<file path="config.mk">
export PLATFORM = sky130hd
export DESIGN_NAME = biq_front_flat
export DESIGN_NICKNAME = d
export VERILOG_FILES = /design/src/rtl/core/biq_pkg.sv /design/src/rtl/core/biq_if.sv /design/src/rtl/core/biq_front.sv /design/src/flat_wrapper.sv
export SDC_FILE = /design/constraint.sdc
export NUM_CORES = 2
export LEC_CHECK = 0
export BUFFER_PORTS_ARGS = -buffer_cell sky130_fd_sc_hd__buf_4
export CAP_MARGIN = 20
export CORE_MARGIN = 4
export CORE_UTILIZATION = 40
export CTS_CLUSTER_DIAMETER = 40
export DETAILED_ROUTE_END_ITERATION = 10
export GPL_TIMING_DRIVEN = 0
export HOLD_SLACK_MARGIN = 0.06
export PLACE_DENSITY_LB_ADDON = 0.2
export SYNTH_ARGS = -nofsm -noshare
export SYNTH_HDL_FRONTEND = slang
export SYNTH_SLANG_ARGS = --single-unit
</file>
<file path="constraint.sdc">
create_clock -name clk -period 11.8 [get_ports clk]
set_input_delay 0.59 -clock clk [delete_from_list [all_inputs] [get_ports clk]]
set_output_delay 0.59 -clock clk [all_outputs]
set_load 0.005 [all_outputs]
</file>
<file path="src/rtl/core/biq_pkg.sv">
package biq_pkg;

    localparam int DEF_SAMPLE_WIDTH   = 16;
    localparam int DEF_COEF_FRAC_BITS = 16;

    // Coefficients are Q3.F: sign, three integer bits and F fraction bits.
    localparam int COEF_INT_BITS   = 4;
    localparam int NUM_COEFS       = 5;
    localparam int CFG_INDEX_WIDTH = 3;
    localparam int QUEUE_DEPTH     = 2;

    typedef enum logic [CFG_INDEX_WIDTH-1:0] {
        REG_B0 = 3'd0,
        REG_B1 = 3'd1,
        REG_B2 = 3'd2,
        REG_A1 = 3'd3,
        REG_A2 = 3'd4
    } coef_index_t;

endpackage

</file>
<file path="src/rtl/core/biq_if.sv">
interface biq_in_if #(
    parameter int SAMPLE_WIDTH = 16
);
    logic                           valid;
    logic                           ready;
    logic signed [SAMPLE_WIDTH-1:0] sample_in;
    logic                           last_in_frame;

    modport source (output valid, output sample_in, output last_in_frame, input ready);
    modport sink   (input valid, input sample_in, input last_in_frame, output ready);
endinterface


</file>
<file path="src/rtl/core/biq_front.sv">
module biq_front
    import biq_pkg::*;
#(
    parameter int SAMPLE_WIDTH   = DEF_SAMPLE_WIDTH,
    parameter int COEF_FRAC_BITS = DEF_COEF_FRAC_BITS,
    localparam int CW = COEF_FRAC_BITS + COEF_INT_BITS,
    localparam int PW = CW + SAMPLE_WIDTH,
    localparam int EW = 3 * PW + 1
) (
    input  logic                 clk,
    input  logic                 rst_n,
    biq_in_if.sink               samples,
    input  logic signed [CW-1:0] coef_b0,
    input  logic signed [CW-1:0] coef_b1,
    input  logic signed [CW-1:0] coef_b2,
    output logic                 push_valid,
    input  logic                 push_ready,
    output logic [EW-1:0]        push_data
);

    logic signed [SAMPLE_WIDTH-1:0] x1_reg;
    logic signed [SAMPLE_WIDTH-1:0] x1_next;
    logic signed [SAMPLE_WIDTH-1:0] x2_reg;
    logic signed [SAMPLE_WIDTH-1:0] x2_next;
    logic signed [PW-1:0]           prod0;
    logic signed [PW-1:0]           prod1;
    logic signed [PW-1:0]           prod2;
    logic                           accept;

    assign samples.ready = push_ready;
    assign push_valid    = samples.valid;
    assign accept        = samples.valid && push_ready;

    assign prod0 = PW'(coef_b0) * PW'(samples.sample_in);
    assign prod1 = PW'(coef_b1) * PW'(x1_reg);
    assign prod2 = PW'(coef_b2) * PW'(x2_reg);

    assign push_data = {samples.last_in_frame, prod2, prod1, prod0};

    always_comb
    begin
        x1_next = x1_reg;
        x2_next = x2_reg;
        if (accept)
        begin
            if (samples.last_in_frame)
            begin
                x1_next = '0;
                x2_next = '0;
            end
            else
            begin
                x1_next = samples.sample_in;
                x2_next = x1_reg;
            end
        end
    end

    always_ff @(posedge clk or negedge rst_n)
    begin
        if (!rst_n)
        begin
            x1_reg <= '0;
            x2_reg <= '0;
        end
        else
        begin
            x1_reg <= x1_next;
            x2_reg <= x2_next;
        end
    end

endmodule

</file>
<file path="src/flat_wrapper.sv">
// flat-port wrapper written by rule: the top's interface ports become plain ports
module biq_front_flat import biq_pkg::*;
#(
    parameter int SAMPLE_WIDTH   = DEF_SAMPLE_WIDTH,
    parameter int COEF_FRAC_BITS = DEF_COEF_FRAC_BITS,
    localparam int CW = COEF_FRAC_BITS + COEF_INT_BITS,
    localparam int PW = CW + SAMPLE_WIDTH,
    localparam int EW = 3 * PW + 1
)
  (clk, rst_n, coef_b0, coef_b1, coef_b2, push_valid, push_ready, push_data, samples_valid, samples_sample_in, samples_last_in_frame, samples_ready);
  biq_in_if #(.SAMPLE_WIDTH(SAMPLE_WIDTH)) samples_i ();
  input  logic clk;
  input  logic rst_n;
  input  logic signed [CW-1:0] coef_b0;
  input  logic signed [CW-1:0] coef_b1;
  input  logic signed [CW-1:0] coef_b2;
  output logic push_valid;
  input  logic push_ready;
  output logic [EW-1:0] push_data;
  input wire logic [$bits(samples_i.valid)-1:0] samples_valid;
  input wire logic [$bits(samples_i.sample_in)-1:0] samples_sample_in;
  input wire logic [$bits(samples_i.last_in_frame)-1:0] samples_last_in_frame;
  output wire logic [$bits(samples_i.ready)-1:0] samples_ready;
  assign samples_i.valid = samples_valid;
  assign samples_i.sample_in = samples_sample_in;
  assign samples_i.last_in_frame = samples_last_in_frame;
  assign samples_ready = samples_i.ready;
  biq_front #(.SAMPLE_WIDTH(SAMPLE_WIDTH), .COEF_FRAC_BITS(COEF_FRAC_BITS)) u_core (.clk(clk), .rst_n(rst_n), .samples(samples_i), .coef_b0(coef_b0), .coef_b1(coef_b1), .coef_b2(coef_b2), .push_valid(push_valid), .push_ready(push_ready), .push_data(push_data));
endmodule
</file>
Word-level counts from Yosys, hierarchy flattened
Index checks and enable logic that the tools add are counted.
{ "totals": {"word_cells": 8, "reg_bits": 32} }
{ "op_classes": {"muxes": 2, "reduce_logical": 1, "n_mul": 3} }
{ "ops": {"columns": ["op", "n"], "rows": [
  ["$mul 20x16->36", 3],
  ["$mux 16", 2],
  ["$logic_and 1x1->1", 1]
]} }

Logic depth before layout (Yosys ltp)
{ "logic_depth": {"word_depth": 1, "mapped_depth": 24} }

Worst setup path before layout
No wires, ideal clock.
{ "synth_timing": {"path_type": "input to output", "startpoint": "input port coef_b0[19]", "endpoint": "output port push_data[35]", "path_buffers": 1, "path_stages": 21, "t_required_ns": 11.210, "t_arrival_ns": 6.286, "setup_slack_ns": 4.924, "cell_sequence": "clkbuf_1 > nand2_1 > inv_1 > fa_1 > fa_1 > fa_1 > fa_1 > fa_1 > inv_1 > fa_1 > inv_1 > ha_1 > a21o_1 > a21o_1 > a21oi_1 > o21ai_0 > or3_1 > a31o_1 > a31o_1 > a21oi_1 > xnor2_1"} }
{ "synth_via": {"elab_chain_len": 1} }
{ "synth_lines": {"columns": ["element", "line_no", "source"], "rows": [
  ["from (decl)", "flat_wrapper.sv:14", "input logic signed [CW-1:0] coef_b0;"],
  ["$mul 20x16->36", "biq_front.sv:34", "assign prod0 = PW'(coef_b0) * PW'(samples.sample_in);"],
  ["to (decl)", "flat_wrapper.sv:19", "output logic [EW-1:0] push_data;"]
]} }
Every way passes these cells.

Worst setup path after layout
{ "layout_timing": {"startpoint": "register u_core.x1_reg[15]", "endpoint": "output port push_data[70]"} }
{ "layout_via": {"elab_chain_len": 1} }
{ "layout_lines": {"columns": ["element", "line_no", "source"], "rows": [
  ["from (decl)", "biq_front.sv:21", "logic signed [SAMPLE_WIDTH-1:0] x1_reg;"],
  ["from (signal assigned)", "biq_front.sv:68", "x1_reg <= x1_next;"],
  ["$mul 20x16->36", "biq_front.sv:35", "assign prod1 = PW'(coef_b1) * PW'(x1_reg);"]
]} }
Every way passes these cells.

==> key figures <==
Status
  • Outcome: finished, final reports clean

Layout
  • Area occupied by registers: 801 um^2
  • Total number of nets in the final design: 5588
  • Most frequent standard cell in the layout excluding fill and tap cells: inv_1
  • Syn-to-layout area delta: 8.41%
  • Area of the multi-input gates: 31100 um^2
  • Number of fill cells in the layout: 9017
  • Share of cells above drive strength 1: 5.09%
  • Top library cells by usage in the layout, fill and taps aside: 1076 x inv_1, 954 x fa_1, 530 x nand2_1

Route
  • Number of violations reported at the end of detailed-routing iteration 0: 1430
  • Number of optimization iterations in the first detailed-route pass: 6
  • WL final: 101000 um
  • Metal3 WL: 6020 um
  • Met2 wirelength from detailed routing: 48100 um
  • Avg WL per Cell: 18.5 um
  • DRC violations left: 0
  • Routed length on met1: 44000 um
  • Uppermost layer routed: met4
  • Detailed-route via count: 26.5k
  • Remaining antenna violation count: 0
  • Vias per cell: 4.86

Floorplan
  • Initial standard-cell utilization of the core: 40.5%
  • Vertical extent of the die: 311 um
  • Top-Level Pins: 192
  • Area of the die: 96500 um^2
  • Die Width: 311 um
  • Core Rows: 110
  • Core area: 90400 um^2

Setup path
  • Slowest-stage cell, CP: dfrtp_1
  • Crit path buffers/inverters: 5
  • Highest cell delay on the worst timing path: 590 ps
  • Depth of the worst register-to-register path: 2
  • Reg2Reg Setup Slack: 10290 ps
  • Number of cells on the critical path: 22
  • CP Launch Point: u_core.x1_reg[15]$_DFFE_PN0P_
  • Ordered list of cells on the worst path: clkinv_1 > buf_1 > nor2_1 > fa_1 > fa_1 > fa_1 > fa_1 > fa_1 > inv_1 > fa_1 > inv_1 > ha_1 > a21o_1 > a21oi_1 > o211ai_1 > a31oi_1 > a21oi_1 > o211ai_1 > nor2_1 > o31ai_1 > xnor2_1 > buf_4
  • Top cell by count, worst path: fa_1
  • Kind of cell adding the most delay to the critical path: adder cells
  • RR Endpoint: u_core.x2_reg[15]$_DFFE_PN0P_
  • Arrival time of data at the critical path endpoint: 7800 ps
  • Sort of element at the end of the critical path: output pin
  • Launching point of the worst reg2reg path: u_core.x1_reg[15]$_DFFE_PN0P_
  • Worst Setup Path Type: reg -> out
  • Category of the worst setup path launch point: register
  • Maximum fanout count along the critical path: 10
  • Endpoint of the most critical setup path: push_data[70]
  • Data required time at the worst endpoint: 11210 ps

STA
  • Worst Skew: 6.09 ps
  • Final setup violating endpoints: 0
  • Pins over their slew limit: 0
  • Transition time at the pin with the least slew margin: 852 ps
  • Slew Limit Headroom: 43.2%
  • Setup TNS Final: 0 ps
  • Max Freq: 119 MHz
  • Final worst path period share: 71.1%
  • Number of hold-slack violations in the final timing report: 0
  • RSZ-0062 raised after global routing: no
  • Final hold slack: 253 ps
  • Final critical delay including setup and external delays: 8390 ps

Clock tree
  • Post-CTS repair timing setup buffer count: 0
  • Total CTS buffers: 5
  • Clock tree from TritonCTS: built
  • Post-CTS sizing: 0
  • Clk Tree Root Cell: clkbuf_16
  • Clock edge transition at the registers on the reported setup and hold paths: 50 ps
  • Count of H-tree levels built during CTS: 2
  • Clock sink total: 32
  • Clock network latency to the later pin of the worst-skew pair: 280 ps
  • Max clock buf depth: 2
  • Quantity of hold-fixing buffers added after cts: 0

Synth
  • Post-synthesis cell type count: 59
  • Cells after synthesis: 4085
  • Total of warnings raised by yosys: 0
  • Syn_nets: 5390
  • Synth Flop Type: dfrtp_1
  • Area of the mapped netlist: 36600 um^2
  • Number of register bits inferred by synthesis: 32
  • FFs w/ async S/R, synth: 100%
  • Post-synth top area share: 52.1%
  • Top cells by area, synth: fa_1 52%, inv_1 11%, ha_1 9.2%
  • Cell type contributing the most total cell area after synthesis: fa_1
  • Sequential area share after synthesis: 2.19%
  • Post-Syn Area per Cell: 8.97 um^2
  • Count of flip-flops with a built-in enable after synthesis: 0

Global routing
  • Number of global-route vias before repair: 29.0k
  • Remaining global-route overflow: 0
  • Largest net degree at the start of global routing: 33
  • Antenna violations before repair: 4
  • Wire length of the first global-routing pass: 165000 um
  • Global Route Usage Sum: 21.6%

Flow run
  • MaxCap Viol Count: 0

Placement
  • Routability congestion estimate from global placement: 0.912
  • DPL Wire Length: 88200 um
  • Number of buffers inserted by port buffering: 191

Hold path
  • HP Class: in -> async
## layout make-up
class / count / area share, %
flip-flops and latches: 32 / 2.02
clock buffers: 6 / 0.325
well taps: 1176 / 3.71
clock inverters: 2 / 0.0882
repair buffers: 191 / 3.61
inverters: 1078 / 10.2
plain buffers: 173 / 1.66
multi-input cells: 2802 / 78.4
diodes: 4 / 0.0252
## cell usage after synthesis, drive strengths merged (6+ instances only)
cell type and number:
a211oi 14, a21o 38, a21oi 82, a31o 7, a31oi 7, and2 447
and3 7, buf 6, clkbuf 167, dfrtp 32, fa 954, ha 270
inv 1076, nand2 530, nand2b 48, nand3 13, nand4 6, nor2 88
nor2b 9, nor3 6, o21a 10, o21ai 83, o21bai 14, xnor2 90
xor2 29
## worst min path at each step
stage | from | end | slack [ps]
4_1_cts | rst_n | u_core.x1_reg[8]$_DFFE_PN0P_ | 260
5_1_grt | rst_n | u_core.x1_reg[9]$_DFFE_PN0P_ | 280
2_1_floorplan | rst_n | u_core.x1_reg[0]$_DFFE_PN0P_ | 290
3_5_place_dp | rst_n | u_core.x2_reg[1]$_DFFE_PN0P_ | 560
6_report | rst_n | u_core.x1_reg[6]$_DFFE_PN0P_ | 250
3_3_place_gp | rst_n | u_core.x2_reg[1]$_DFFE_PN0P_ | 560
## logic make-up (layout without fill, tap and decap cells)
kind of cell / count (synthesis) / in the layout / share of synthesized area (%)
buffers and inverters: 1251 / 1450 / 12.9
adder cells (fa/ha/maj): 1224 / 1224 / 61.4
AND/OR/NAND/NOR: 1164 / 1164 / 15.6
AO/OA/AOI/OAI: 295 / 295 / 5.15
XOR/XNOR: 119 / 119 / 2.85
flip-flops: 32 / 32 / 2.19
other: 0 / 4 / 0
## routing by layer
layer / global-route usage, % / vias up
met5: 0 / -
met3: 2.56 / 130
li1: - / 12200
met4: 5.13 / 0
met1: 30.5 / 13500
met2: 35.9 / 736
## worst reg2reg max path, delay by kind of cell (launching register included)
family / cells / cell delay (ps)
buf+inv: 1 / 480
flops: 1 / 590
compound gates: 1 / 350
## metrics by stage
step	cell area (um^2)	util, %	worst slack [ps]	cells
final	39700	43.9	3410	5464
after global routing	39700	43.9	3070	5462
after CTS	39700	43.9	3380	5460
after detailed placement	39500	43.7	3630	5452
after global placement	39500	43.7	3680	5452
after floorplan	36600	-	4920	4085
Power is left out: the tool's default activity adds up to more than one toggle a clock period on the data nets, which glitch-free logic cannot reach.
