`config.mk`:
```
export PLATFORM = sky130hd
export DESIGN_NAME = biq_back_flat
export DESIGN_NICKNAME = d
export VERILOG_FILES = /design/src/rtl/core/biq_pkg.sv /design/src/rtl/core/biq_if.sv /design/src/rtl/core/biq_back.sv /design/src/flat_wrapper.sv
export SDC_FILE = /design/constraint.sdc
export NUM_CORES = 2
export LEC_CHECK = 0
export BUFFER_PORTS_ARGS = -buffer_cell sky130_fd_sc_hd__buf_2
export CAP_MARGIN = 0
export CORE_MARGIN = 3
export CORE_UTILIZATION = 40
export CTS_CLUSTER_DIAMETER = 30
export DETAILED_ROUTE_END_ITERATION = 8
export SYNTH_ARGS = -nofsm -noshare
export SYNTH_HDL_FRONTEND = slang
export SYNTH_SLANG_ARGS = --single-unit
```
`constraint.sdc`:
```
create_clock -name clk -period 13.66 [get_ports clk]
set_input_delay 2.732 -clock clk [delete_from_list [all_inputs] [get_ports clk]]
set_output_delay 2.732 -clock clk [all_outputs]
set_load 0.05 [all_outputs]
```
`src/rtl/core/biq_pkg.sv`:
```
package biq_pkg;

    localparam int DEF_SAMPLE_WIDTH   = 16;
    localparam int DEF_COEF_FRAC_BITS = 16;

    // Coefficients are Q3.F: sign, three integer bits and F fraction bits.
    localparam int COEF_INT_BITS   = 4;
    localparam int NUM_COEFS       = 5;
    localparam int CFG_INDEX_WIDTH = 3;
    localparam int QUEUE_DEPTH     = 2;

    typedef enum logic [CFG_INDEX_WIDTH-1:0] {
        REG_B0 = 3'd0,
        REG_B1 = 3'd1,
        REG_B2 = 3'd2,
        REG_A1 = 3'd3,
        REG_A2 = 3'd4
    } coef_index_t;

endpackage

```
`src/rtl/core/biq_if.sv`:
```


interface biq_out_if #(
    parameter int SAMPLE_WIDTH = 16
);
    logic                           valid;
    logic                           ready;
    logic signed [SAMPLE_WIDTH-1:0] sample_out;
    logic                           frame_end;

    modport source (output valid, output sample_out, output frame_end, input ready);
    modport sink   (input valid, input sample_out, input frame_end, output ready);
endinterface

```
`src/rtl/core/biq_back.sv`:
```
module biq_back
    import biq_pkg::*;
#(
    parameter int SAMPLE_WIDTH   = DEF_SAMPLE_WIDTH,
    parameter int COEF_FRAC_BITS = DEF_COEF_FRAC_BITS,
    localparam int CW = COEF_FRAC_BITS + COEF_INT_BITS,
    localparam int PW = CW + SAMPLE_WIDTH,
    localparam int EW = 3 * PW + 1
) (
    input  logic                 clk,
    input  logic                 rst_n,
    input  logic                 pop_valid,
    output logic                 pop_ready,
    input  logic [EW-1:0]        pop_data,
    input  logic signed [CW-1:0] coef_a1,
    input  logic signed [CW-1:0] coef_a2,
    biq_out_if.source            filtered
);

    localparam int W   = SAMPLE_WIDTH;
    localparam int F   = COEF_FRAC_BITS;
    localparam int YW  = W + F;
    localparam int FW  = CW + YW;
    localparam int AW  = W + 2 * F + 7;
    localparam int AW1 = AW + 1;

    localparam logic [AW:0] HALF_F  = AW1'(1) << (F - 1);
    localparam logic [AW:0] HALF_2F = AW1'(1) << (2 * F - 1);
    localparam logic signed [AW:0] Y_HI = {{(AW1 - YW + 1){1'b0}}, {(YW - 1){1'b1}}};
    localparam logic signed [AW:0] Y_LO = {{(AW1 - YW + 1){1'b1}}, {(YW - 1){1'b0}}};
    localparam logic signed [AW:0] S_HI = {{(AW1 - W + 1){1'b0}}, {(W - 1){1'b1}}};
    localparam logic signed [AW:0] S_LO = {{(AW1 - W + 1){1'b1}}, {(W - 1){1'b0}}};

    logic signed [PW-1:0]  prod0;
    logic signed [PW-1:0]  prod1;
    logic signed [PW-1:0]  prod2;
    logic                  last;
    logic signed [PW+1:0]  ff_sum;
    logic signed [FW-1:0]  fb1;
    logic signed [FW-1:0]  fb2;
    logic signed [AW-1:0]  acc;
    logic signed [AW:0]    rnd_f;
    logic signed [AW:0]    rnd_2f;
    logic signed [AW:0]    q_f;
    logic signed [AW:0]    q_2f;
    logic signed [YW-1:0]  y_store;
    logic signed [W-1:0]   y_out;
    logic                  pop;

    logic signed [YW-1:0]  y1_reg;
    logic signed [YW-1:0]  y1_next;
    logic signed [YW-1:0]  y2_reg;
    logic signed [YW-1:0]  y2_next;
    logic                  out_valid_reg;
    logic                  out_valid_next;
    logic signed [W-1:0]   sample_out_reg;
    logic signed [W-1:0]   sample_out_next;
    logic                  frame_end_reg;
    logic                  frame_end_next;

    assign prod0 = pop_data[PW-1:0];
    assign prod1 = pop_data[2*PW-1:PW];
    assign prod2 = pop_data[3*PW-1:2*PW];
    assign last  = pop_data[EW-1];

    assign pop_ready = !out_valid_reg || filtered.ready;
    assign pop       = pop_valid && pop_ready;

    assign ff_sum = (PW+2)'(prod0) + (PW+2)'(prod1) + (PW+2)'(prod2);
    assign fb1    = FW'(coef_a1) * FW'(y1_reg);
    assign fb2    = FW'(coef_a2) * FW'(y2_reg);
    assign acc    = (AW'(ff_sum) <<< F) - AW'(fb1) - AW'(fb2);

    // Half away from zero: a negative value adds one less than half before the floor shift.
    assign rnd_f  = AW1'(acc) + HALF_F - AW1'(acc[AW-1]);
    assign rnd_2f = AW1'(acc) + HALF_2F - AW1'(acc[AW-1]);
    assign q_f    = rnd_f >>> F;
    assign q_2f   = rnd_2f >>> (2 * F);

    always_comb
    begin
        if (q_f > Y_HI)
        begin
            y_store = YW'(Y_HI);
        end
        else if (q_f < Y_LO)
        begin
            y_store = YW'(Y_LO);
        end
        else
        begin
            y_store = q_f[YW-1:0];
        end

        if (q_2f > S_HI)
        begin
            y_out = W'(S_HI);
        end
        else if (q_2f < S_LO)
        begin
            y_out = W'(S_LO);
        end
        else
        begin
            y_out = q_2f[W-1:0];
        end
    end

    always_comb
    begin
        y1_next         = y1_reg;
        y2_next         = y2_reg;
        out_valid_next  = out_valid_reg;
        sample_out_next = sample_out_reg;
        frame_end_next  = frame_end_reg;
        if (filtered.ready)
        begin
            out_valid_next = 1'b0;
        end
        if (pop)
        begin
            out_valid_next  = 1'b1;
            sample_out_next = y_out;
            frame_end_next  = last;
            if (last)
            begin
                y1_next = '0;
                y2_next = '0;
            end
            else
            begin
                y1_next = y_store;
                y2_next = y1_reg;
            end
        end
    end

    always_ff @(posedge clk or negedge rst_n)
    begin
        if (!rst_n)
        begin
            y1_reg        <= '0;
            y2_reg        <= '0;
            out_valid_reg <= 1'b0;
        end
        else
        begin
            y1_reg        <= y1_next;
            y2_reg        <= y2_next;
            out_valid_reg <= out_valid_next;
        end
    end

    always_ff @(posedge clk)
    begin
        sample_out_reg <= sample_out_next;
        frame_end_reg  <= frame_end_next;
    end

    assign filtered.valid      = out_valid_reg;
    assign filtered.sample_out = sample_out_reg;
    assign filtered.frame_end  = frame_end_reg;

endmodule

```
`src/flat_wrapper.sv`:
```
// flat-port wrapper written by rule: the top's interface ports become plain ports
module biq_back_flat import biq_pkg::*;
#(
    parameter int SAMPLE_WIDTH   = DEF_SAMPLE_WIDTH,
    parameter int COEF_FRAC_BITS = DEF_COEF_FRAC_BITS,
    localparam int CW = COEF_FRAC_BITS + COEF_INT_BITS,
    localparam int PW = CW + SAMPLE_WIDTH,
    localparam int EW = 3 * PW + 1
)
  (clk, rst_n, pop_valid, pop_ready, pop_data, coef_a1, coef_a2, filtered_valid, filtered_sample_out, filtered_frame_end, filtered_ready);
  biq_out_if #(.SAMPLE_WIDTH(SAMPLE_WIDTH)) filtered_i ();
  input  logic clk;
  input  logic rst_n;
  input  logic pop_valid;
  output logic pop_ready;
  input  logic [EW-1:0] pop_data;
  input  logic signed [CW-1:0] coef_a1;
  input  logic signed [CW-1:0] coef_a2;
  output wire logic [$bits(filtered_i.valid)-1:0] filtered_valid;
  output wire logic [$bits(filtered_i.sample_out)-1:0] filtered_sample_out;
  output wire logic [$bits(filtered_i.frame_end)-1:0] filtered_frame_end;
  input wire logic [$bits(filtered_i.ready)-1:0] filtered_ready;
  assign filtered_valid = filtered_i.valid;
  assign filtered_sample_out = filtered_i.sample_out;
  assign filtered_frame_end = filtered_i.frame_end;
  assign filtered_i.ready = filtered_ready;
  biq_back #(.SAMPLE_WIDTH(SAMPLE_WIDTH), .COEF_FRAC_BITS(COEF_FRAC_BITS)) u_core (.clk(clk), .rst_n(rst_n), .pop_valid(pop_valid), .pop_ready(pop_ready), .pop_data(pop_data), .coef_a1(coef_a1), .coef_a2(coef_a2), .filtered(filtered_i));
endmodule
```
---- Word level (Yosys, flattened, before mapping) ----
Index checks and enable logic that the tools add are counted.
cells by class
  reduce and logical (&&, ||, !) cells .... 4
  order comparisons ....................... 4
  mux-type cells .......................... 7
  multipliers ............................. 2
  add/subtract/negate cells ............... 8
operator list
  cell                                                  count
  2-to-1 mux 32 bit                                     4
  subtractor 56 x 1 -> 56 bit                           2
  multiplier 20 x 32 -> 52 bit                          2
  adder 55 x 17 -> 56 bit, second input constant        1
  adder 55 x 33 -> 56 bit, second input constant        1
  subtractor 54 x 52 -> 55 bit                          1
  subtractor 55 x 52 -> 55 bit                          1
  > comparator 40 x 32 -> 1 bit, second input constant  1
  < comparator 40 x 32 -> 1 bit, second input constant  1
  adder 37 x 36 -> 38 bit                               1
  adder 36 x 36 -> 37 bit                               1
  > comparator 24 x 16 -> 1 bit, second input constant  1
  < comparator 24 x 16 -> 1 bit, second input constant  1
  2-to-1 mux 16 bit                                     1
  2-to-1 mux 1 bit                                      2
  nonzero test 2 bit                                    1
  logical AND 1 bit                                     1
  zero test 1 bit                                       1
  logical OR 1 bit                                      1
word-level totals
  input port bits ......................... 153
  register bits ........................... 82
  output and inout bits ................... 19

---- Longest topological paths before layout ----
  word-level depth ........................ 10
  mapped depth ............................ 54
  mapped depth without buffers ............ 51

---- Worst setup path before layout ----
Ideal clock, no wire load.
  kind .................................... input-to-reg
  start ................................... in coef_a1[0]
  end ..................................... reg u_core.y1_reg[5]
  stages on the path ...................... 43
  library setup time ...................... 0.126 ns
  slack ................................... 0.060 ns
  data arrival time ....................... 13.473 ns
  cells stage by stage .................... clkbuf_1 > nand2_1 > fa_1 > inv_1 > fa_1 > fa_1 > inv_1 > fa_1 > fa_1 > fa_1 > fa_1 > fa_1 > inv_1 > fa_1 > inv_1 > ha_1 > a21o_1 > a21oi_1 > [... 7 more ...] > o21a_1 > o21a_1 > o21ai_0 > a21oi_1 > mux2_2 > or2_2 > ha_1 > clkbuf_1 > and3_1 > and3_1 > a211oi_1 > o21ai_0 > o211a_1 > a2111oi_2 > nand4bb_1 > o21a_1 > buf_6 > a221o_1
on the way
  cells in the longest elaborated chain, start to end .. 9
ends and longest elaborated chain
  item                            line                source
  start, declared                 flat_wrapper.sv:17  input logic signed [CW-1:0] coef_a1;
  multiplier 20 x 32 -> 52 bit *  biq_back.sv:70      assign fb1 = FW'(coef_a1) * FW'(y1_reg);
  subtractor 54 x 52 -> 55 bit *  biq_back.sv:72      assign acc = (AW'(ff_sum) <<< F) - AW'(fb1) - AW'(fb2);
  subtractor 55 x 52 -> 55 bit *  biq_back.sv:72
  adder 55 x 17 -> 56 bit         biq_back.sv:75      assign rnd_f = AW1'(acc) + HALF_F - AW1'(acc[AW-1]);
  subtractor 56 x 1 -> 56 bit *   biq_back.sv:75
  < comparator 40 x 32 -> 1 bit   biq_back.sv:86      else if (q_f < Y_LO)
  2-to-1 mux 32 bit               biq_back.sv:86
  2-to-1 mux 32 bit *             biq_back.sv:82      if (q_f > Y_HI)
  2-to-1 mux 32 bit *             biq_back.sv:125     if (last)
  end signal, assigned            biq_back.sv:148     y1_reg <= y1_next;
  end, declared                   biq_back.sv:50      logic signed [YW-1:0] y1_reg;
Mark *: on every way between the ends. The rest lies on a longest branch, timed or not.
A chain may end at the register's enable or synchronous reset.

---- Worst setup path in the final report ----
  start ................................... in coef_a2[5]
  end ..................................... reg u_core.y1_reg[13]
on the way
  cells in the longest elaborated chain, start to end .. 8
ends and longest elaborated chain
  item                            line                source
  start, declared                 flat_wrapper.sv:18  input logic signed [CW-1:0] coef_a2;
  multiplier 20 x 32 -> 52 bit *  biq_back.sv:71      assign fb2 = FW'(coef_a2) * FW'(y2_reg);
  subtractor 55 x 52 -> 55 bit *  biq_back.sv:72
  adder 55 x 17 -> 56 bit         biq_back.sv:75
  subtractor 56 x 1 -> 56 bit *   biq_back.sv:75
  < comparator 40 x 32 -> 1 bit   biq_back.sv:86
  2-to-1 mux 32 bit               biq_back.sv:86
  2-to-1 mux 32 bit *             biq_back.sv:82
  2-to-1 mux 32 bit *             biq_back.sv:125
Marks and branches as above.

==> reports/results.md <==
| Group | Parameter | Reported |
|---|---|---|
| layout | Final design instance area without fill | 63670 sq um |
| worst setup path | Crit-path max cell delay | 610 ps |
| placement | Placed cell areas | 62280 sq um |
| drt | Final wirelength | 160200 um |
| clock network | TritonCTS Sinks | 82 |
| outcome | Run status | finished clean |
| worst setup path | Worst Reg-to-Reg Cells | 40 |
| clock network | Number of levels in the clock H-tree | 3 |
| sta | Fin crit share | 0.9790 |
| clock network | Worst skew pair latency | 370 ps |
| clock network | CTS buffer count | 9 |
| sta | Hold Slack | 489.8 ps |
| sta | Slew of the pin with the lowest slew margin | 1246 ps |
| drt | Number of DRC markers in iteration 0 | 2307 |
| clock network | Root buffer cell | sky130_fd_sc_hd__clkbuf_16 |
| global route | Global-route wire length before repair | 258000 um |
| sta | Worst path setup slack after routing | 286.9 ps |
| drt | Number of nets still failing antenna checks after routing | 0 |
| sta | Min cycle time layout | 13370 ps |
| floorplan | Effective utilization at floorplan | 0.4063 |
| yosys | Gate count of the mapped netlist | 6143 |
| global route | Global-route congestion overflow total | 0 |
| worst setup path | Cell at the slowest stage of the critical path | sky130_fd_sc_hd__fa_1 |
| layout | Fin nets | 8505 |
| floorplan | I/O pin count | 172 |
| yosys | Avg Synthesized Cell Area | 9.160 sq um |
| placement | Port bufs | 171 |
| yosys | Synth Warn # | 0 |
| worst setup path | Biggest fanout along the worst timing path | 17 |
| yosys | Number of distinct library cell variants in the gate-level netlist after synthesis | 90 |
| layout | Final core utilization | 0.4596 |
| floorplan | Core Rows | 136 |
| job | Number of max-capacitance violations reported | 0 |
| yosys | Most instantiated flip-flop cell in the synthesis netlist | sky130_fd_sc_hd__dfrtp_1 |
| worst setup path | R2R Setup Slk | 1830 ps |
| placement | RD Place Congestion | 0.9232 |
| yosys | Number of synthesized register bits | 82 |
| worst setup path | Cell family contributing the most delay on the critical path | adder cells |
| yosys | Dominant cells by area after synthesis | sky130_fd_sc_hd__fa_1 (52%), sky130_fd_sc_hd__inv_1 (9.6%), sky130_fd_sc_hd__ha_1 (7.6%), sky130_fd_sc_hd__nand2_1 (5.7%), sky130_fd_sc_hd__and2_1 (5.7%) |
| drt | Drc violations | 0 |
| worst setup path | Cell mode on critical path | sky130_fd_sc_hd__fa_1 |
| global route | Overall routing resource usage | 0.2269 |
| layout | Area added between synthesis and finish | 13.14% |
| clock network | Clock tree from TritonCTS | yes |
| sta | Number of max-slew violations in the final report | 0 |
| yosys | Cell area after technology mapping | 56270 sq um |
| sta | Total count of hold-check failures in the final report | 0 |
| floorplan | Core box area | 138500 sq um |
| yosys | Count leader, synth | sky130_fd_sc_hd__fa_1 |
| floorplan | Die Span Y | 381.1 um |
| worst hold path | Worst min-delay path endpoint | u_core.y1_reg[24] |
| worst setup path | Worst EP arrival | 13620 ps |
| drt | Wire per inst | 19.04 um |
| sta | Skew final | 10.32 ps |
| worst setup path | Reg2Reg Launch Point | u_core.y1_reg[16] |
| yosys | Top cells by instance count after synthesis | sky130_fd_sc_hd__fa_1 (1467), sky130_fd_sc_hd__inv_1 (1438), sky130_fd_sc_hd__nand2_1 (856), sky130_fd_sc_hd__and2_1 (509), sky130_fd_sc_hd__ha_1 (340) |
| yosys | Ys async rst share | 0.7927 |
| floorplan | Die width | 381.1 um |
| global route | Antenna violations before repair | 6 |
| worst hold path | Path class of the lowest-slack min-delay path | flop to flop |
| yosys | Portion of synthesized cell area occupied by the leading cell type | 0.5219 |
| worst setup path | Critical Setup Path Class | input pin to flop |
| worst setup path | Crit end category | flop |
| yosys | Library cell with the largest summed area after synthesis | sky130_fd_sc_hd__fa_1 |
| drt | Pre-antenna DRT Iters | 5 |
| placement | Minimum setup slack after placement | -662.1 ps |
| worst setup path | Total buffers and inverters traversed by the critical path | 7 |
| sta | Rel. slew slack | 0.1606 |
| drt | Total vias in the final route | 41.72k |
| sta | Endpoints failing setup | 0 |
| layout | Number of fillers in the final layout | 13.51k |
| sta | Max Fclk | 74.78 MHz |
| worst setup path | Worst Path Required | 13910 ps |
| worst setup path | Critical R2R Capture | u_core.y1_reg[13] |
| yosys | Syn nets | 8103 |
| global route | Number of global-route vias before repair | 45.78k |
| yosys | Number of enable flip-flop cells after synthesis | 17 |
| worst hold path | Worst hold start | u_core.y1_reg[24] |
| worst setup path | Critical Path Start Type | input pin |
| sta | RSZ-0062 raised after global routing | yes |
| clock network | Clock transition at the registers of the reported paths | 70 ps |
| global route | Pin count of the biggest net entering global routing | 98 |
| floorplan | Die area | 145200 sq um |
| clock network | Buffer depth of the longest clock path | 2 |
| yosys | Sequential fraction of the synthesis area | 0.03798 |
| worst hold path | Hold Path Depth | 2 |
| layout | Share of layout cells above drive strength 1 | 0.1313 |
| drt | Via/cell ratio | 4.957 |
| placement | Post-detailed-placement half-perimeter wirelength | 143700 um |
## tightest hold or removal path, stage by stage, from the launching register on
cell	delay, ps
sky130_fd_sc_hd__dfrtp_1	340
sky130_fd_sc_hd__nand2_1	60
sky130_fd_sc_hd__o31ai_1	60
## layer usage
layer / track usage / wire (um) / vias to the layer above
met2: 0.3617 / 73110 / 1106
met5: 0 / 27 / -
met4: 0.04662 / 3763 / 4
met1: 0.3178 / 70750 / 21559
met3: 0.05182 / 12600 / 162
li1: - / - / 18890
## cell type report
| class | instances | area, sq um | area share |
|---|---|---|---|
| multi-input combinational | 4314 | 48030 | 0.7544 |
| timing repair buffer | 699 | 5465 | 0.08584 |
| inverter | 1439 | 5401 | 0.08484 |
| tap | 1863 | 2331 | 0.03661 |
| sequential | 82 | 2137 | 0.03357 |
| clock buffer | 9 | 225.2 | 0.003537 |
| clock inverter | 7 | 71.32 | 0.001120 |
| antenna | 3 | 7.507 | 0.0001179 |
## logic make-up (layout without fill, tap and decap cells)
family                   Yosys count  after routing  synth area share
multiplexers                       9              9          0.001623
other                              1              4        0.00006664
adder cells (fa/ha/maj)         1807           1807            0.5975
XOR/XNOR                         144            144           0.02241
AO/OA/AOI/OAI                    574            574           0.06775
flip-flops                        82             82           0.03798
AND/OR/NAND/NOR                 1779           1779            0.1545
buffers and inverters           1747           2154            0.1182
## layout by cell type, fill, tap and decap left out, types with 10 or more instances in the layout
master	instances
sky130_fd_sc_hd__nand2b_1	58
sky130_fd_sc_hd__fa_1	1442
sky130_fd_sc_hd__buf_12	34
sky130_fd_sc_hd__o21ai_2	11
sky130_fd_sc_hd__ha_1	332
sky130_fd_sc_hd__and3_1	14
sky130_fd_sc_hd__xor2_1	47
sky130_fd_sc_hd__edfxtp_1	17
sky130_fd_sc_hd__nand3_1	32
sky130_fd_sc_hd__a21o_1	75
sky130_fd_sc_hd__buf_4	485
sky130_fd_sc_hd__buf_6	18
sky130_fd_sc_hd__fa_2	25
sky130_fd_sc_hd__nand4_1	35
sky130_fd_sc_hd__a21oi_2	16
sky130_fd_sc_hd__or3_1	13
sky130_fd_sc_hd__o211ai_1	10
sky130_fd_sc_hd__o21ai_0	107
sky130_fd_sc_hd__nor2b_1	83
sky130_fd_sc_hd__dfrtp_1	65
sky130_fd_sc_hd__o21bai_1	31
sky130_fd_sc_hd__o31ai_1	10
sky130_fd_sc_hd__nor3_1	20
sky130_fd_sc_hd__a221o_1	31
sky130_fd_sc_hd__xnor2_1	92
sky130_fd_sc_hd__nor2_1	106
sky130_fd_sc_hd__clkbuf_16	13
sky130_fd_sc_hd__buf_2	147
sky130_fd_sc_hd__and2_1	507
sky130_fd_sc_hd__inv_1	1432
sky130_fd_sc_hd__a21oi_1	149
sky130_fd_sc_hd__nand2_1	852
sky130_fd_sc_hd__o21a_1	18
sky130_fd_sc_hd__o21ai_1	31
## how the worst max path moves through the flow
stage                                          endpoint   startpoint  slack, ps  depth (start not counted)
final                                 u_core.y1_reg[13]   coef_a2[5]        290                         43
after global routing                   u_core.y1_reg[3]   coef_a1[4]       -140                         52
after CTS                              u_core.y1_reg[3]   coef_a2[9]         10                         47
after detailed placement  u_core.filtered.sample_out[4]   coef_a2[1]       -660                         48
after global placement                 u_core.y1_reg[0]  coef_a1[12]       -540                         45
after floorplan                        u_core.y1_reg[5]   coef_a1[0]         60                         43
## through the flow
step	instances	setup TNS [ps]
3_3_place_gp	8365	-23790
5_1_grt	8414	-4441
6_report	8416	0
4_1_cts	8383	0
3_5_place_dp	8365	-28200
2_1_floorplan	6143	0
## timing repair
item                       4_1_cts  5_1_grt
hold buffers                     0        0
gates cloned                     0        5
pin swaps                        3      102
buffers inserted                 2       26
setup endpoints to repair       46       47
gates resized for setup         18      197
Power is not shown: default switching activity piles up to over one toggle a cycle in this logic, so the estimate is an artifact.
