===== config.mk =====
export PLATFORM = sky130hd
export DESIGN_NAME = biq_fifo
export DESIGN_NICKNAME = d
export VERILOG_FILES = /design/src/rtl/core/biq_pkg.sv /design/src/rtl/core/biq_fifo.sv
export SDC_FILE = /design/constraint.sdc
export NUM_CORES = 1
export LEC_CHECK = 0
export BUFFER_PORTS_ARGS = -buffer_cell sky130_fd_sc_hd__buf_2
export CAP_MARGIN = 40
export CORE_MARGIN = 5
export CORE_UTILIZATION = 44
export DETAILED_ROUTE_END_ITERATION = 6
export MAX_ROUTING_LAYER = met4
export PLACE_DENSITY = 0.81
export RECOVER_POWER = 50
export SYNTH_ARGS = -nofsm -noshare
export SYNTH_HDL_FRONTEND = slang
export SYNTH_SLANG_ARGS = --single-unit

===== constraint.sdc =====
create_clock -name clk -period 1.4 [get_ports clk]
set_input_delay 0.21 -clock clk [delete_from_list [all_inputs] [get_ports clk]]
set_output_delay 0.21 -clock clk [all_outputs]
set_load 0.01 [all_outputs]

===== src/rtl/core/biq_pkg.sv =====
package biq_pkg;

    localparam int DEF_SAMPLE_WIDTH   = 16;
    localparam int DEF_COEF_FRAC_BITS = 16;

    // Coefficients are Q3.F: sign, three integer bits and F fraction bits.
    localparam int COEF_INT_BITS   = 4;
    localparam int NUM_COEFS       = 5;
    localparam int CFG_INDEX_WIDTH = 3;
    localparam int QUEUE_DEPTH     = 2;

    typedef enum logic [CFG_INDEX_WIDTH-1:0] {
        REG_B0 = 3'd0,
        REG_B1 = 3'd1,
        REG_B2 = 3'd2,
        REG_A1 = 3'd3,
        REG_A2 = 3'd4
    } coef_index_t;

endpackage


===== src/rtl/core/biq_fifo.sv =====
module biq_fifo
    import biq_pkg::*;
#(
    parameter int WIDTH = 8,
    parameter int DEPTH = QUEUE_DEPTH
) (
    input  logic             clk,
    input  logic             rst_n,
    input  logic             push_valid,
    output logic             push_ready,
    input  logic [WIDTH-1:0] push_data,
    output logic             pop_valid,
    input  logic             pop_ready,
    output logic [WIDTH-1:0] pop_data
);

    localparam int PTR_W = (DEPTH > 1) ? $clog2(DEPTH) : 1;
    localparam int CNT_W = $clog2(DEPTH + 1);

    logic [WIDTH-1:0] entry_reg [DEPTH];
    logic [PTR_W-1:0] wr_ptr_reg;
    logic [PTR_W-1:0] wr_ptr_next;
    logic [PTR_W-1:0] rd_ptr_reg;
    logic [PTR_W-1:0] rd_ptr_next;
    logic [CNT_W-1:0] count_reg;
    logic [CNT_W-1:0] count_next;
    logic             do_push;
    logic             do_pop;

    assign push_ready = (count_reg != CNT_W'(DEPTH));
    assign pop_valid  = (count_reg != '0);
    assign pop_data   = entry_reg[rd_ptr_reg];
    assign do_push    = push_valid && push_ready;
    assign do_pop     = pop_valid && pop_ready;

    always_comb
    begin
        wr_ptr_next = wr_ptr_reg;
        rd_ptr_next = rd_ptr_reg;
        count_next  = count_reg;
        if (do_push)
        begin
            wr_ptr_next = (wr_ptr_reg == PTR_W'(DEPTH - 1)) ? '0 : wr_ptr_reg + 1'b1;
        end
        if (do_pop)
        begin
            rd_ptr_next = (rd_ptr_reg == PTR_W'(DEPTH - 1)) ? '0 : rd_ptr_reg + 1'b1;
        end
        if (do_push && !do_pop)
        begin
            count_next = count_reg + 1'b1;
        end
        else if (do_pop && !do_push)
        begin
            count_next = count_reg - 1'b1;
        end
    end

    always_ff @(posedge clk or negedge rst_n)
    begin
        if (!rst_n)
        begin
            wr_ptr_reg <= '0;
            rd_ptr_reg <= '0;
            count_reg  <= '0;
        end
        else
        begin
            wr_ptr_reg <= wr_ptr_next;
            rd_ptr_reg <= rd_ptr_next;
            count_reg  <= count_next;
        end
    end

    always_ff @(posedge clk)
    begin
        if (do_push)
        begin
            entry_reg[wr_ptr_reg] <= push_data;
        end
    end

endmodule


Yosys cells after proc, flatten, opt, wreduce, memory -nomap -nowiden
Memories as Yosys holds them, arrays and structs flattened.
Cells that the tools add are included.
{"block": "totals", "regBits": 4, "ram_bits": 16, "in_bits": 12, "output_inout_bits": 10, "wordCells": 23, "memories": 1}
{"block": "classes", "addsub": 4, "eq_ne": 1, "n_mux": 6, "n_reduce_logical": 8}
{"name": "entry_reg", "words": 2, "word_bits": 8, "read_ports": 1, "rd_ports_with_merged_regs": 0, "wr": 1, "line_no": "biq_fifo.sv:20", "text": "logic [WIDTH-1:0] entry_reg [DEPTH];"}
{"cell": "logical AND 1 bit", "n": 4}
{"cell": "2-to-1 mux 1 bit", "n": 4}
{"cell": "2-to-1 mux 2 bit", "n": 2}
{"cell": "nonzero test 2 bit", "n": 2}
{"cell": "adder 1 bit (second input constant)", "n": 2}
{"cell": "adder 2 x 1 -> 2 bit (second input constant)", "n": 1}
{"cell": "logical NOT 1 bit", "n": 2}
{"cell": "inequality test 2 bit (second input constant)", "n": 1}
{"cell": "subtractor 2 x 1 -> 2 bit (second input constant)", "n": 1}

Longest topological paths before layout
Gate-level depths: netlist of run 1.
{"block": "depth", "word_depth": 6, "depth_mapped": 7, "depth_no_buf": 7}

Worst setup path before layout of run 1
No wires, ideal clock.
{"block": "synth_path", "path_type": "reg-to-reg", "start": "reg count_reg[0]", "end": "mem entry_reg[0][0], enable pin", "arrival_ns": 1.016, "setup_slack_ns": 0.014, "stages_incl_launch_ff": 4, "n_path_buf": 0, "period_less_slack_ns": 1.386, "cell_sequence": "dfrtp_1 nand2b_4 nand2_1 nor2_1"}
{"block": "synth_via", "elab_chain_len": 4}
{"item": "from (decl)", "line_no": "biq_fifo.sv:25", "text": "logic [CNT_W-1:0] count_reg;"}
{"item": "from (signal assigned)", "line_no": "biq_fifo.sv:71", "text": "count_reg <= count_next;"}
{"item": "inequality test 2 bit", "line_no": "biq_fifo.sv:30", "text": "assign push_ready = (count_reg != CNT_W'(DEPTH));"}
{"item": "named net push_ready", "line_no": "biq_fifo.sv:10", "text": "output logic push_ready,"}
{"item": "logical AND 1 bit", "line_no": "biq_fifo.sv:33", "text": "assign do_push = push_valid && push_ready;"}
{"item": "2-to-1 mux 1 bit", "line_no": "biq_fifo.sv:77", "text": "if (do_push)"}
{"item": "2-to-1 mux 1 bit (not written as such)", "line_no": "biq_fifo.sv:79", "text": "entry_reg[wr_ptr_reg] <= push_data;"}
{"item": "to (decl)", "line_no": "biq_fifo.sv:20"}
The timed path passes the listed nets, and every way through them passes these cells.

Worst setup path in the final report of run 1
{"block": "layout_path", "start": "reg rd_ptr_reg", "end": "out pop_data[2]"}
{"block": "layout_via", "elab_chain_len": 1}
{"item": "from (decl)", "line_no": "biq_fifo.sv:23", "text": "logic [PTR_W-1:0] rd_ptr_reg;"}
{"item": "from (signal assigned)", "line_no": "biq_fifo.sv:70", "text": "rd_ptr_reg <= rd_ptr_next;"}
{"item": "memory read (2 x 8 bit)"}
{"item": "to (decl)", "line_no": "biq_fifo.sv:14", "text": "output logic [WIDTH-1:0] pop_data"}
No other way between the ends.

==> impl_metrics.yaml, run 1 <==
worst_setup_path:
  crit_path_end_kind: "output port"
  cp-start-kind: "register"
  cp_max_fo: 5
  crit_path_start: "rd_ptr_reg"
  r2r-start: "count_reg[1]"
  cp_data_arrival_time_ns: 1.28
  required_ns: 1.19
  crit_type: "reg -> out"
synthesis:
  syn_area_um2: 787
  synthCells: 43
  synth_edf_count: 16
  synthArstFlopShare_pct: 20.0
  ys.flop_type: "edfxtp_1"
  synth_cell_type_count: 14
  yosysTopAreaCell: "edfxtp_1"
  synth_fp_nets: 56
  yosysSeqAreaShare_pct: 73.8
  synth_top_area_share_pct: 61.0
  ys_warn_count: 0
  synth_most_common_cell: "edfxtp_1"
  synth_common_cells: "16 x edfxtp_1, 8 x mux2_2, 4 x dfrtp_1"
  syn_area_per_cell_um2: 18.3
  ys_top_cells_by_area: "edfxtp_1 61%, dfrtp_1 13%, mux2_2 11%"
  ys_ff_latch: 20
timing:
  worstMarginPinSlew_ns: 0.366
  slew_headroom_pct: 75.6
  fin_worst_skew_ns: 0.00485
  rsz0062_at_grt: "true"
  hold_viol_final: 0
  post-route-min-period_ns: 1.49
  fmax_mhz: 671
  hold_slack_ns: 0.104
  setup_viol: 8
  fin_crit_sh_pct: 106
  tns_ns: -0.617
  setup_ws_ns: -0.0897
  drv_slew: 0
final_layout:
  final_util_pct: 65.8
  syn_to_final_growth_pct: 42.8
  drive_gt1_share_pct: 62.8
  largest_reg_flops: 16
  finalNetCount: 92
  diodes: 0
  final_cells: 103
clock_network:
  htreeDepth: 1
  tritoncts: "built"
  cts_buffers: 3
  path_clk_slew_ns: 0.11
  insertion_delay_ns: 0.29
  cts_max_path_buffers: 2
  clkSinkCount: 20
  cts_root_buffer: "clkbuf_4"
die:
  fp.dieH_um: 52.3
  design.portCount: 22
  start_util_pct: 46.1
  dieArea_um2: 2730
  core_region_area_um2: 1710
  rows: 15
  die_w_um: 52.3
route:
  wire_per_inst_um: 14.3
  drt_iter0_drc: 8
  dr.pass1.iters: 4
  vias: 482
  wl_mm: 1.47
  ant_nets: 0
  drc: 0
  vias_per_cell: 4.68
placement:
  hpwl_um: 975
  gp_congestion: 0.730
  port-buffer-count: 21
  dp.cells: 90
global_routing:
  overflow: 0
  grt_pass1_wl_mm: 2.32
  top_usage_layer: "met2"
  grt_util_met1_pct: 12.6
  track_usage_pct: 12.3
  globalRouteMet3Util_pct: 2.85
  met2_usage_pct: 22.9
  grt_pass1_vias: 537
  grt_max_degree: 12
  antenna_found_initial: 0
job:
  drv_cap: 0
power:
  p_leak_nw: 0.452
  fin_total_pwr_mw: 2.38
  power.density_nw_per_um2: 2120
  ir_drop_uv: 1130
status:
  violations: "negative setup slack"
  outcome: "finished, violations left"
hold_path:
  hold_class: "in -> reg"
  min-delay-start: "push_data[4]"
## through the flow
stage | instance area, um^2 | setup slack (ns)
2_1_floorplan | 787 | 0.0142
3_3_place_gp | 933 | 0.0539
3_5_place_dp | 933 | 0.00216
4_1_cts | 1080 | -0.0779
5_1_grt | 1120 | -0.145
6_report | 1120 | -0.0897
## layout make-up
class | count | area, um^2
Fill cell | 122 | 584
Sequential cell | 20 | 583
Timing Repair Buffer | 32 | 243
Multi-Input combinational cell | 21 | 226
Clock buffer | 4 | 36.3
Tap cell | 25 | 31.3
Inverter | 1 | 3.75
## cell usage in the layout, fill, tap and decap left out, types with 2 or more instances in the layout
| cell type | count |
|---|---|
| buf_4 | 8 |
| mux2_2 | 7 |
| dfrtp_1 | 2 |
| buf_6 | 10 |
| buf_2 | 9 |
| clkbuf_1 | 4 |
| dfrtp_2 | 2 |
| xnor2_1 | 3 |
| clkbuf_4 | 3 |
| edfxtp_1 | 16 |
## final timing paths
path | endpoint | slack [ns] | cells after the start
max | pop_data[2] | -0.09 | 3
min | entry_reg[0][4] | 0.10 | 1
max reg2reg | count_reg[1] | 0.03 | 6
min reg2reg | wr_ptr_reg | 0.51 | 1
max in group asynchronous | count_reg[1] | 1.04 | 2
min in group asynchronous | wr_ptr_reg | 0.23 | 2
## what timing repair did
action / CTS / global route
gates resized for setup: 12 / 9
endpoints found under the setup margin: 9 / 18
pin swaps: 4 / 6
hold buffers: 1 / 0
endpoints found under the hold margin: 4 / 0
setup buffers: 6 / 2
## power by group
part           internal, mW  leakage, nW  switching (mW)
sequential            0.838        0.193          0.0825
clock                 0.158       0.0210           0.163
combinational         0.675        0.238           0.463
## critical path, stage by stage, from the launching register on
cell and delay [ns]:
dfrtp_2 0.43, buf_6 0.14, mux2_4 0.30, buf_6 0.12
## metal layers
| metal | vias to the layer above | routed length (um) |
|---|---|---|
| met3 | 2 | 69 |
| met5 | - | 0 |
| met4 | 0 | 5 |
| met1 | 241 | 530 |
| li1 | 223 | - |
| met2 | 16 | 865 |
## kinds of logic (layout without fill, tap and decap cells)
| family | Yosys count | after routing | synth area share, % |
|---|---|---|---|
| flops | 20 | 20 | 73.8 |
| mux | 8 | 8 | 11.4 |
| simple gates | 7 | 7 | 6.52 |
| xor+xnor | 5 | 5 | 5.57 |
| buf+inv | 2 | 37 | 1.11 |
| fa+ha+maj | 1 | 1 | 1.59 |
(Power assumes the default switching activity.)
==> run 2: changes to the inputs <==
- CORE_MARGIN: 5 -> default
==> run 2 against run 1 <==
The flow still finishes with violations (negative setup slack). Sequential share of layout area up 1.5 points. Power down 5.2%. Critical path depth unchanged. Clock-buffer cell count unchanged. Design area down 2.9%. First-iteration DRC count down 25%. Sequential cell count unchanged. Worst setup slack better by 0.018 ns. Critical path type unchanged. Combinational power down 7%. Highest routed layer unchanged. Non-clock buffer count down 2. Wire length down 16%.
==> impl_metrics.yaml, run 2 (synthesized netlist as in run 1, its figures left out) <==
power:
  switching_share_pct: 29.5
  p_switching_mw: 0.665
  p_comb_share_pct: 46.9
  p_int_mw: 1.59
  p_leak_nw: 0.449
  clkPwrFrac_pct: 11.8
  ir_drop_uv: 1080
  share_seq_of_total_power_pct: 41.3
  power.density_nw_per_um2: 2070
final_layout:
  final_util_pct: 68.4
  diodes: 0
  layout_common_cells: "16 x edfxtp_1, 12 x buf_6, 11 x buf_2"
  mostFrequentLayoutCell: "edfxtp_1"
  largest_reg_flops: 16
  drive_gt1_share_pct: 60.5
  fin_area_um2: 1090
  final_cells: 100
  finalNetCount: 90
  syn_to_final_growth_pct: 38.6
global_routing:
  met2_usage_pct: 24.7
  track_usage_pct: 15.7
  antenna_found_initial: 0
  grt_pass1_wl_mm: 2.01
  grt_util_met1_pct: 17.4
  grt_max_degree: 12
  overflow: 0
  top_usage_layer: "met2"
  globalRouteMet3Util_pct: 5.31
  grt_pass1_vias: 469
clock_network:
  insertion_delay_ns: 0.29
  cts_root_buffer: "clkbuf_4"
  htreeDepth: 1
  cts_max_path_buffers: 2
  path_clk_slew_ns: 0.10
  clkSinkCount: 20
  tritoncts: "built"
  cts_buffers: 3
worst_setup_path:
  crit_type: "reg -> out"
  cp-start-kind: "register"
  required_ns: 1.19
  crit_family: "flip-flops"
  cp_data_arrival_time_ns: 1.26
  cp_num_buf_inv: 2
  slowest_stage: "dfrtp_2"
  cpPeakStageDelay_ns: 0.43
  crit_path_end_kind: "output port"
  critPathMostFrequentCell: "buf_6"
  cp_max_fo: 4
  cp_cell_sequence: "buf_6, mux2_4, buf_6"
route:
  wire_per_inst_um: 12.4
  vias_per_cell: 4.65
  drc: 0
  ant_nets: 0
  dr.pass1.iters: 2
  vias: 465
  wl_mm: 1.24
  drt_iter0_drc: 6
status:
  outcome: "finished, violations left"
  violations: "negative setup slack"
die:
  design.portCount: 22
  fp.dieH_um: 44.3
  dieArea_um2: 1960
  rows: 14
  start_util_pct: 49.4
  core_region_area_um2: 1590
  die_w_um: 44.3
timing:
  drv_slew: 0
  post-route-min-period_ns: 1.47
  rsz0062_at_grt: "true"
  slew_headroom_pct: 89.7
  hold_viol_final: 0
  fmax_mhz: 679
  setup_ws_ns: -0.0717
  fin_crit_sh_pct: 105
  fin_worst_skew_ns: 0.00571
  worstMarginPinSlew_ns: 0.154
  hold_slack_ns: 0.102
  setup_viol: 9
hold_path:
  hold_class: "in -> reg"
placement:
  gp_congestion: 0.784
  port-buffer-count: 21
  dp.cells: 90
  hpwl_um: 826
  placed_area_um2: 940
job:
  drv_cap: 0
[run 2: cell types whose count changed in the layout (fill, tap and decap cells not counted), moves of 2 or more]
| cell | delta |
|---|---|
| buf_2 | +2 |
| buf_4 | -3 |
| buf_6 | +2 |
| clkbuf_1 | -2 |
[run 2: path summary, 6_finish.rpt]
check	start	depth (start not counted)	slack, ns	to
setup / recovery	rd_ptr_reg	3	-0.07	pop_data[3]
hold / removal	push_data[5]	1	0.10	entry_reg[1][5]
setup reg to reg	count_reg[1]	6	-0.01	count_reg[1]
min in group asynchronous	rst_n	2	0.26	count_reg[1]
max in group asynchronous	rst_n	2	1.01	rd_ptr_reg
hold reg to reg	wr_ptr_reg	1	0.52	wr_ptr_reg
[run 2: timing repair]
action,CTS,global route
hold buffers,1,0
gates resized for setup,12,6
pin swaps,0,1
setup endpoints to repair,8,18
hold endpoints to repair,4,0
setup buffers,4,1
[run 2: routing by layer]
metal	wire (um)	vias up
met1	531	227
met3	48	2
met4	23	0
li1	-	222
met2	635	14
met5	0	-
[run 2: stage by stage]
step / setup slack, ns / total power, mW / setup TNS (ns)
after floorplan: 0.0142 / 1.42 / 0
after global placement: 0.0541 / 1.64 / 0
after detailed placement: 0.0155 / 1.67 / 0
after CTS: -0.0749 / 2.20 / -0.577
after global routing: -0.128 / 2.40 / -1.09
final: -0.0717 / 2.26 / -0.518
[run 2: area by class of cell]
type,count,area [um^2]
Fill cell,127,503
Multi-Input combinational cell,21,206
Sequential cell,20,583
Clock buffer,4,26.3
Inverter,1,3.75
Timing Repair Buffer,30,241
Tap cell,24,30.0
[run 2: worst register-to-register path, delay by kind of cell, from the launching register on]
family	cells	cell delay (ns)
XOR/XNOR	2	0.30
AND/OR/NAND/NOR	3	0.41
flip-flops	1	0.45
adder cells (fa/ha/maj)	1	0.15
[run 2: power by group through the flow]
| stage | combinational [mW] | clock [mW] | sequential, mW |
|---|---|---|---|
| finish | 1.06 | 0.267 | 0.931 |
| global route | 1.14 | 0.309 | 0.949 |
| CTS | 0.991 | 0.276 | 0.930 |
| global placement | 0.680 | 0 | 0.962 |
| floorplan | 0.516 | 0 | 0.905 |
| detailed placement | 0.698 | 0 | 0.974 |
==> run 3: changes to the inputs <==
- CELL_PAD_IN_SITES_DETAIL_PLACEMENT: default -> 0
- CELL_PAD_IN_SITES_GLOBAL_PLACEMENT: default -> 1
- CORE_UTILIZATION: 44 -> 36
- PLACE_DENSITY: 0.81 -> 0.8
==> run 3 against run 2 <==
The run still ends with negative setup slack left. Clock power rose by 7.5%. Global-route usage fell by 3.3 points. Worst setup slack got worse by 0.029 ns. Die area rose by 21%. Maximum frequency shrank 1.9%. Critical endpoint is now pop_data[4].
==> impl_metrics.yaml, run 3 (synthesized netlist as in run 1, its figures left out) <==
final_layout:
  finalNetCount: 92
  layout_common_cells: "16 x edfxtp_1, 11 x buf_6, 7 x clkbuf_1, 7 x buf_2, 7 x buf_4"
  largest_reg_flops: 16
  n_fill_cell: 172
  diodes: 0
  syn_to_final_growth_pct: 41.8
  drive_gt1_share_pct: 59.0
  regArea_um2: 582
  mostFrequentLayoutCell: "edfxtp_1"
  multi_input_area_um2: 226
timing:
  hold_slack_ns: 0.0905
  fin_worst_skew_ns: 0.00400
  drv_slew: 0
  hold_viol_final: 0
  rsz0062_at_grt: "true"
  slew_headroom_pct: 83.9
  fmax_mhz: 666
  worstMarginPinSlew_ns: 0.242
  setup_viol: 8
  fin_crit_sh_pct: 107
  post-route-min-period_ns: 1.50
  setup_ws_ns: -0.101
route:
  dr.pass1.iters: 2
  drc: 0
  vias_per_cell: 4.28
  drt_iter0_drc: 5
  wire_per_inst_um: 12.3
  ant_nets: 0
  vias: 449
  wl_mm: 1.29
global_routing:
  track_usage_pct: 12.4
  overflow: 0
  grt_pass1_wl_mm: 2.00
  antenna_found_initial: 0
  grt_pass1_vias: 439
  grt_max_degree: 12
die:
  die_w_um: 48.8
  start_util_pct: 39.3
  dieArea_um2: 2380
  rows: 16
  design.portCount: 22
  fp.dieH_um: 48.8
  core_region_area_um2: 2000
clock_network:
  cts_max_path_buffers: 2
  cts_buffers: 3
  clkSinkCount: 20
  insertion_delay_ns: 0.30
  cts_root_buffer: "clkbuf_4"
  tritoncts: "built"
  path_clk_slew_ns: 0.11
  htreeDepth: 1
worst_setup_path:
  cp_data_arrival_time_ns: 1.29
  crit_family: "flip-flops"
  crit_type: "reg -> out"
  critPathMostFrequentCell: "buf_6"
  required_ns: 1.19
  cp-start-kind: "register"
  cpPeakStageDelay_ns: 0.45
  cp_num_buf_inv: 2
  crit_path_end_kind: "output port"
  slowest_stage: "dfrtp_2"
  cp_max_fo: 3
  cp_cell_sequence: "buf_6, mux2_4, buf_6"
power:
  ir_drop_uv: 1110
  p_leak_nw: 0.447
  power.density_nw_per_um2: 2100
job:
  drv_cap: 0
status:
  violations: "negative setup slack"
  outcome: "finished, violations left"
placement:
  gp_congestion: 0.708
  port-buffer-count: 21
  hpwl_um: 830
  pre_cts_slack_ns: -0.00468
hold_path:
  hold_class: "in -> reg"
run 3: power breakdown:
group	leakage (nW)	internal [mW]	switching (mW)
sequential	0.194	0.834	0.0762
combinational	0.238	0.699	0.452
clock	0.0150	0.111	0.176
total	0.447	1.64	0.705
run 3: final cells by class:
class | instances | area share (%)
clock buffers | 4 | 2.35
inverters | 1 | 0.336
multi-input cells | 21 | 20.3
flip-flops and latches | 20 | 52.1
well taps | 27 | 3.03
repair buffers | 32 | 21.9
run 3: path summary, 6_finish.rpt:
check / from / to / slack [ns] / cells past startpoint
worst max register to register: count_reg[1] / count_reg[1] / 0.04 / 6
worst min-delay path: push_data[6] / entry_reg[0][6] / 0.09 / 1
max in group asynchronous: rst_n / rd_ptr_reg / 0.92 / 2
worst max-delay path: rd_ptr_reg / pop_data[4] / -0.10 / 3
worst min register to register: wr_ptr_reg / wr_ptr_reg / 0.52 / 1
min in group asynchronous: rst_n / wr_ptr_reg / 0.26 / 2
run 3: timing repair:
item | CTS | global route
setup buffers | 6 | 2
endpoints found under the hold margin | 4 | 0
pin swaps | 0 | 4
hold buffers | 1 | 0
endpoints found under the setup margin | 9 | 9
resized for setup | 7 | 15
run 3: routing by layer:
layer / up-vias / part of all wire (%) / GRT usage [%] / wire length [um]
met5: - / 0 / - / 0
met4: 0 / 1.4 / 7.35 / 18
met1: 210 / 46 / 15.1 / 587
met3: 2 / 4.3 / 3.14 / 56
met2: 15 / 49 / 18.5 / 628
li1: 222 / - / - / -
run 3: through the flow:
stage | instances | cell area (um^2) | util [%] | power, mW | setup TNS [ns]
4_1_cts | 103 | 1050 | 52.4 | 2.16 | -0.618
6_report | 105 | 1120 | 55.8 | 2.35 | -0.728
5_1_grt | 105 | 1120 | 55.8 | 2.46 | -1.01
3_3_place_gp | 92 | 936 | 46.8 | 1.64 | 0
3_5_place_dp | 92 | 936 | 46.8 | 1.66 | -0.00468
2_1_floorplan | 43 | 787 | - | 1.42 | 0
